--- src/hw/rtl/btpc_pkg.sv ---
// Package for the barometric compensation block: payload types, register
// indexes and datapath opcodes. No dependencies.
`default_nettype none
package btpc_pkg;

  localparam int unsigned AddrW = 5;
  localparam int unsigned DataW = 64;

  typedef struct packed {
    logic        operation;
    logic [23:0] raw_reading;
  } in_item_t;

  typedef struct packed {
    logic               reading_kind;
    logic signed [63:0] compensated_value;
  } out_item_t;

  localparam logic [1:0] RegTemp   = 2'd0;
  localparam logic [1:0] RegPWords = 2'd1;
  localparam logic [1:0] RegPBytes = 2'd2;
  localparam logic [1:0] RegPUns   = 2'd3;

  // Datapath micro-op: the multiplier operand sources and what is done with the product.
  typedef enum logic [5:0] {
    OpIdle,
    // temperature
    OpTd1, OpTd2, OpTd3, OpTd4, OpTd5, OpTd6, OpTout,
    // pressure
    OpPa, OpPb, OpPc, OpPd, OpPe, OpPf, OpPoff,
    OpSb, OpSd, OpSe, OpSens,
    OpQa, OpQb, OpQc, OpQd, OpQe, OpQf, OpQb2, OpQc2, OpQsum, OpPout
  } op_e;

  typedef struct packed {
    op_e  op;
    logic load;
  } dp_cmd_t;

  function automatic logic [63:0] sdiv(input logic [63:0] v, input int unsigned sh);
    logic [63:0] m;
    m = (64'd0 - v) >> sh;
    return v[63] ? (64'd0 - m) : (v >> sh);
  endfunction

  function automatic logic [63:0] sx8(input logic [7:0] v);
    return {{56{v[7]}}, v};
  endfunction

  function automatic logic [63:0] sx16(input logic [15:0] v);
    return {{48{v[15]}}, v};
  endfunction

endpackage
`default_nettype wire

--- src/hw/rtl/btpc_ctrl.sv ---
// Controller: steps the datapath through the micro-op sequence of one
// transaction and runs the handshakes. Depends on btpc_pkg.
`default_nettype none
module btpc_ctrl (
  input  logic              clk_i,
  input  logic              rst_ni,
  input  logic              in_valid_i,
  input  logic              in_op_i,
  output logic              in_stall_o,
  output logic              out_valid_o,
  input  logic              out_stall_i,
  output logic              kind_o,
  output btpc_pkg::dp_cmd_t cmd_o,
  output logic              start_o,
  input  logic              done_i
);
  import btpc_pkg::*;

  localparam logic [1:0] StIdle = 2'd0;
  localparam logic [1:0] StIssue = 2'd1;
  localparam logic [1:0] StWait = 2'd2;
  localparam logic [1:0] StOut = 2'd3;

  logic [1:0] state_q, state_d;
  op_e        op_q, op_d, nxt;
  logic       kind_q, kind_d;
  logic       acc;

  always_comb begin
    unique case (op_q)
      OpTd1: nxt = OpTd2;
      OpTd2: nxt = OpTd3;
      OpTd3: nxt = OpTd4;
      OpTd4: nxt = OpTd5;
      OpTd5: nxt = OpTout;
      OpPa:  nxt = OpPb;
      OpPb:  nxt = OpPc;
      OpPc:  nxt = OpPd;
      OpPd:  nxt = OpPe;
      OpPe:  nxt = OpSb;
      OpSb:  nxt = OpSd;
      OpSd:  nxt = OpSe;
      OpSe:  nxt = OpQa;
      OpQa:  nxt = OpQb;
      OpQb:  nxt = OpQc;
      OpQc:  nxt = OpQd;
      OpQd:  nxt = OpQe;
      OpQe:  nxt = OpQf;
      OpQf:  nxt = OpQb2;
      OpQb2: nxt = OpPout;
      default: nxt = OpIdle;
    endcase
  end

  assign acc = in_valid_i && !in_stall_o;
  assign in_stall_o = (state_q != StIdle) && !(state_q == StOut && !out_stall_i);

  always_comb begin
    state_d = state_q;
    op_d = op_q;
    kind_d = kind_q;
    unique case (state_q)
      StIdle: ;
      StIssue, StWait: begin
        if (done_i) begin
          if (nxt == OpIdle) state_d = StOut;
          else begin
            op_d = nxt;
            state_d = StIssue;
          end
        end else begin
          state_d = StWait;
        end
      end
      default: if (!out_stall_i) state_d = StIdle;
    endcase
    if (acc) begin
      state_d = StIssue;
      kind_d = in_op_i;
      op_d = in_op_i ? OpPa : OpTd1;
    end
  end

  always_ff @(posedge clk_i or negedge rst_ni) begin
    if (!rst_ni) begin
      state_q <= StIdle;
      op_q <= OpIdle;
      kind_q <= 1'b0;
    end else begin
      state_q <= state_d;
      op_q <= op_d;
      kind_q <= kind_d;
    end
  end

  assign cmd_o.op = op_q;
  assign cmd_o.load = acc;
  assign start_o = (state_q == StIssue);
  assign out_valid_o = (state_q == StOut);
  assign kind_o = kind_q;
endmodule
`default_nettype wire

--- config.mk ---
export PLATFORM = sky130hd
export DESIGN_NAME = btpc_ctrl
export DESIGN_NICKNAME = d
export VERILOG_FILES = /design/src/hw/rtl/btpc_pkg.sv /design/src/hw/rtl/btpc_ctrl.sv
export SDC_FILE = /design/constraint.sdc
export NUM_CORES = 1
export LEC_CHECK = 0
export ABC_CLOCK_PERIOD_IN_PS = 2350
export BUFFER_PORTS_ARGS = -buffer_cell sky130_fd_sc_hd__buf_2
export CORE_MARGIN = 3
export CORE_UTILIZATION = 53
export DETAILED_ROUTE_END_ITERATION = 7
export PLACE_DENSITY = 0.89
export SLEW_MARGIN = 20
export SYNTH_ARGS = -nofsm -noshare
export SYNTH_HDL_FRONTEND = slang
export SYNTH_SLANG_ARGS = --single-unit
--- constraint.sdc ---
create_clock -name clk_i -period 2.35 [get_ports clk_i]
set_input_delay 0.3525 -clock clk_i [delete_from_list [all_inputs] [get_ports clk_i]]
set_output_delay 0.3525 -clock clk_i [all_outputs]
set_load 0.02 [all_outputs]
==> results.md <==
- Status: completed
- Clock latency on the worst-skew pair: 0.25 ns
- Sequential share of the synthesized area: 0.235
- Cell taking the most area after synthesis: dfrtp_1
- Top post-synthesis cells by count: 15 x nand2_1, 10 x ha_1, 8 x dfrtp_1, 8 x nor2_1, 6 x inv_1
- Critical path class: flip-flop to flip-flop
- Clock skew: 0.00106 ns
- Starting Density: 0.609
- Type of origin of the critical path: flip-flop
- CP Buf/Inv Count: 1
- CP max stage delay: 0.52 ns
- Dpl cell area: 893 µm²
- Post-route design area: 926 µm²
- PD cells: 1460 mW/mm²
- Vias in the first global route: 726
- Hold Crit Class: input pin to flip-flop
- Final setup violation count: 0
- # rows: 13
- Synthesized area per cell: 8.44 µm²
- Worst-path fanout max: 10
- Synth top area cells: dfrtp_1 23%, ha_1 15%, nand2_1 6.6%
- Total Routing Usage GR: 0.204
- CTS Sinks: 8
- DRC violations left: 0
- Die Y: 46.1 µm
- Max clock buf depth: 2
- Ys async rst share: 1.00
- Post-synth EDFFs: 0
- Antenna Cells: 0
- FF+latch count, synth: 8
- Routed Antenna Nets: 0
- Dpl hpwl: 1.48 mm
- H-Tree Depth: 1
- Leak: 0.450 nW
- CTS clk-pin slew, worst paths: 0.05 ns
- Initial antenna violation count: 0
- Resized Gates After CTS: 0
- Final setup TNS: 0 ns
- Worst slew pin tran: 0.541 ns
- Slew HR: 0.639
- Post-DR vias/cell: 5.97
- Worst path cell trace: inv_1 -> ha_1 -> and2_1 -> nor4_1 -> a221o_1 -> nand4_2 -> a211oi_2
- Drt wl/cell: 14.5 µm
- Syn Inst Count: 101
- Period utilisation layout: 0.885
- Maximum vdd drop: 0.846 mV
- Finished Core Util: 0.662
- I/O Pins: 17
- Area share of the largest cell type after synthesis: 0.235
- First DRT Iteration DRCs: 33
- Fin nets: 133
- Drt first pass iters: 4
- Critical Path AT: 2.24 ns
- Count leader, synth: nand2_1
- YS warnings: 0
- Root buf cell: clkbuf_4
- Syn Std Cell Area: 852 µm²
- CTS Buf Count: 3
- CP required: 2.51 ns
- First-pass GRT wire length: 3.05 mm
- Final Slew Violations: 0
- Die area: 0.00212 mm²
- Die Span X: 46.1 µm
- CTS tree: yes
- Achievable Freq: 0.481 GHz
- Final min period: 2.08 ns
- Core area: 0.00140 mm²
- Critical-path top delay cell: dfrtp_1
- Filler Cells Inserted: 123
- Area Overhead vs Synth: 8.66%
- Routed via count: 776
- Largest net degree at the start of global routing: 21
- Post-synthesis cell type count: 43
- Port Buffers: 15
- Main flop type after synthesis: dfrtp_1
- CP delay by family, top: simple AND/OR/NAND/NOR gates
- Unrepaired setup endpoints after global routing: false
- Final WL: 1.89 mm
- Crit path capture type: flip-flop
- Fin. Hold Viols: 0
- # Max-Cap Violations: 0
- GRT overflow: 0
- Gpl congestion: 0.917
- Synthesized Nets: 117
- Layout cells sized above 1: 0.243
## layout make-up
type                       instances  area (µm²)  share of cell area
clock buffer                       3        22.5              0.0243
timing repair buffer              17        92.6               0.100
sequential                         8         200               0.216
inverter                           7        26.3              0.0284
tap                               15        18.8              0.0203
multi-input combinational         80         566               0.611
## registers in the layout (all words and copies together), names as in the netlist
signal / count
kind_o: 1
state_q: 2
op_q: 5
## per-layer routing
metal | GRT usage | routed length (µm) | up-vias | share of wire
met5 | 0 | 0 | - | 0
met4 | 0.148 | 32 | 0 | 0.017
met3 | 0.0273 | 114 | 3 | 0.060
met2 | 0.330 | 907 | 30 | 0.48
met1 | 0.245 | 829 | 360 | 0.44
li1 | - | - | 383 | -
## cells in the final DEF, fill, tap and decap left out, types with 2 or more instances in the layout
| cell type | n |
|---|---|
| a21oi_1 | 3 |
| a31oi_1 | 2 |
| and2_1 | 2 |
| buf_2 | 15 |
| clkbuf_4 | 3 |
| dfrtp_1 | 8 |
| ha_1 | 10 |
| inv_1 | 6 |
| mux2i_1 | 2 |
| nand2_1 | 15 |
| nand4_1 | 2 |
| nor2_1 | 8 |
| nor2b_1 | 3 |
| o21ai_0 | 3 |
| o21ai_1 | 3 |
## path summary, 6_finish.rpt
check / from / end / slack [ns] / depth (start not counted)
worst min register to register: kind_o / kind_o / 0.49 / 2
worst max-delay path: op_q[1] / op_q[4] / 0.27 / 7
worst max register to register: op_q[1] / op_q[4] / 0.27 / 7
min in group asynchronous: rst_ni / op_q[1] / 0.47 / 2
worst min-delay path: in_op_i / kind_o / 0.35 / 3
max in group asynchronous: rst_ni / state_q[0] / 1.72 / 2
## where the power goes
group | internal [mW] | leakage (nW) | switching [mW]
registers | 0.198 | 0.101 | 0.134
clock network | 0.0580 | 0.0138 | 0.0411
logic | 0.374 | 0.335 | 0.543
## cell families after synthesis
group,count (synthesis),synth area share
compound gates,22,0.201
fa+ha+maj,10,0.147
buf+inv,13,0.101
flops,8,0.235
mux,2,0.0235
other cells,1,0.00440
simple gates,45,0.288
## worst reg2reg max path, delay by kind of cell (launching register included)
| family | cells | cell delay, ns |
|---|---|---|
| buf+inv | 1 | 0.14 |
| fa+ha+maj | 1 | 0.22 |
| simple gates | 3 | 0.62 |
| compound gates | 2 | 0.50 |
| flops | 1 | 0.52 |
## what timing repair did
action | in CTS | in global routing
buffers inserted | 0 | 0
hold buffers | 1 | 0
endpoints found under the hold margin | 8 | 0
## metrics by stage
step / setup WS [ns] / total power [mW] / std cells / hold slack, ns
3_5_place_dp: 0.294 / 1.24 / 126 / 0.198
2_1_floorplan: 0.332 / 1.06 / 101 / 0.0569
4_1_cts: 0.281 / 1.34 / 130 / 0.359
3_3_place_gp: 0.425 / 1.19 / 126 / 0.201
5_1_grt: 0.0568 / 1.46 / 130 / 0.365
6_report: 0.269 / 1.35 / 130 / 0.353
(Power assumes the default switching activity.)
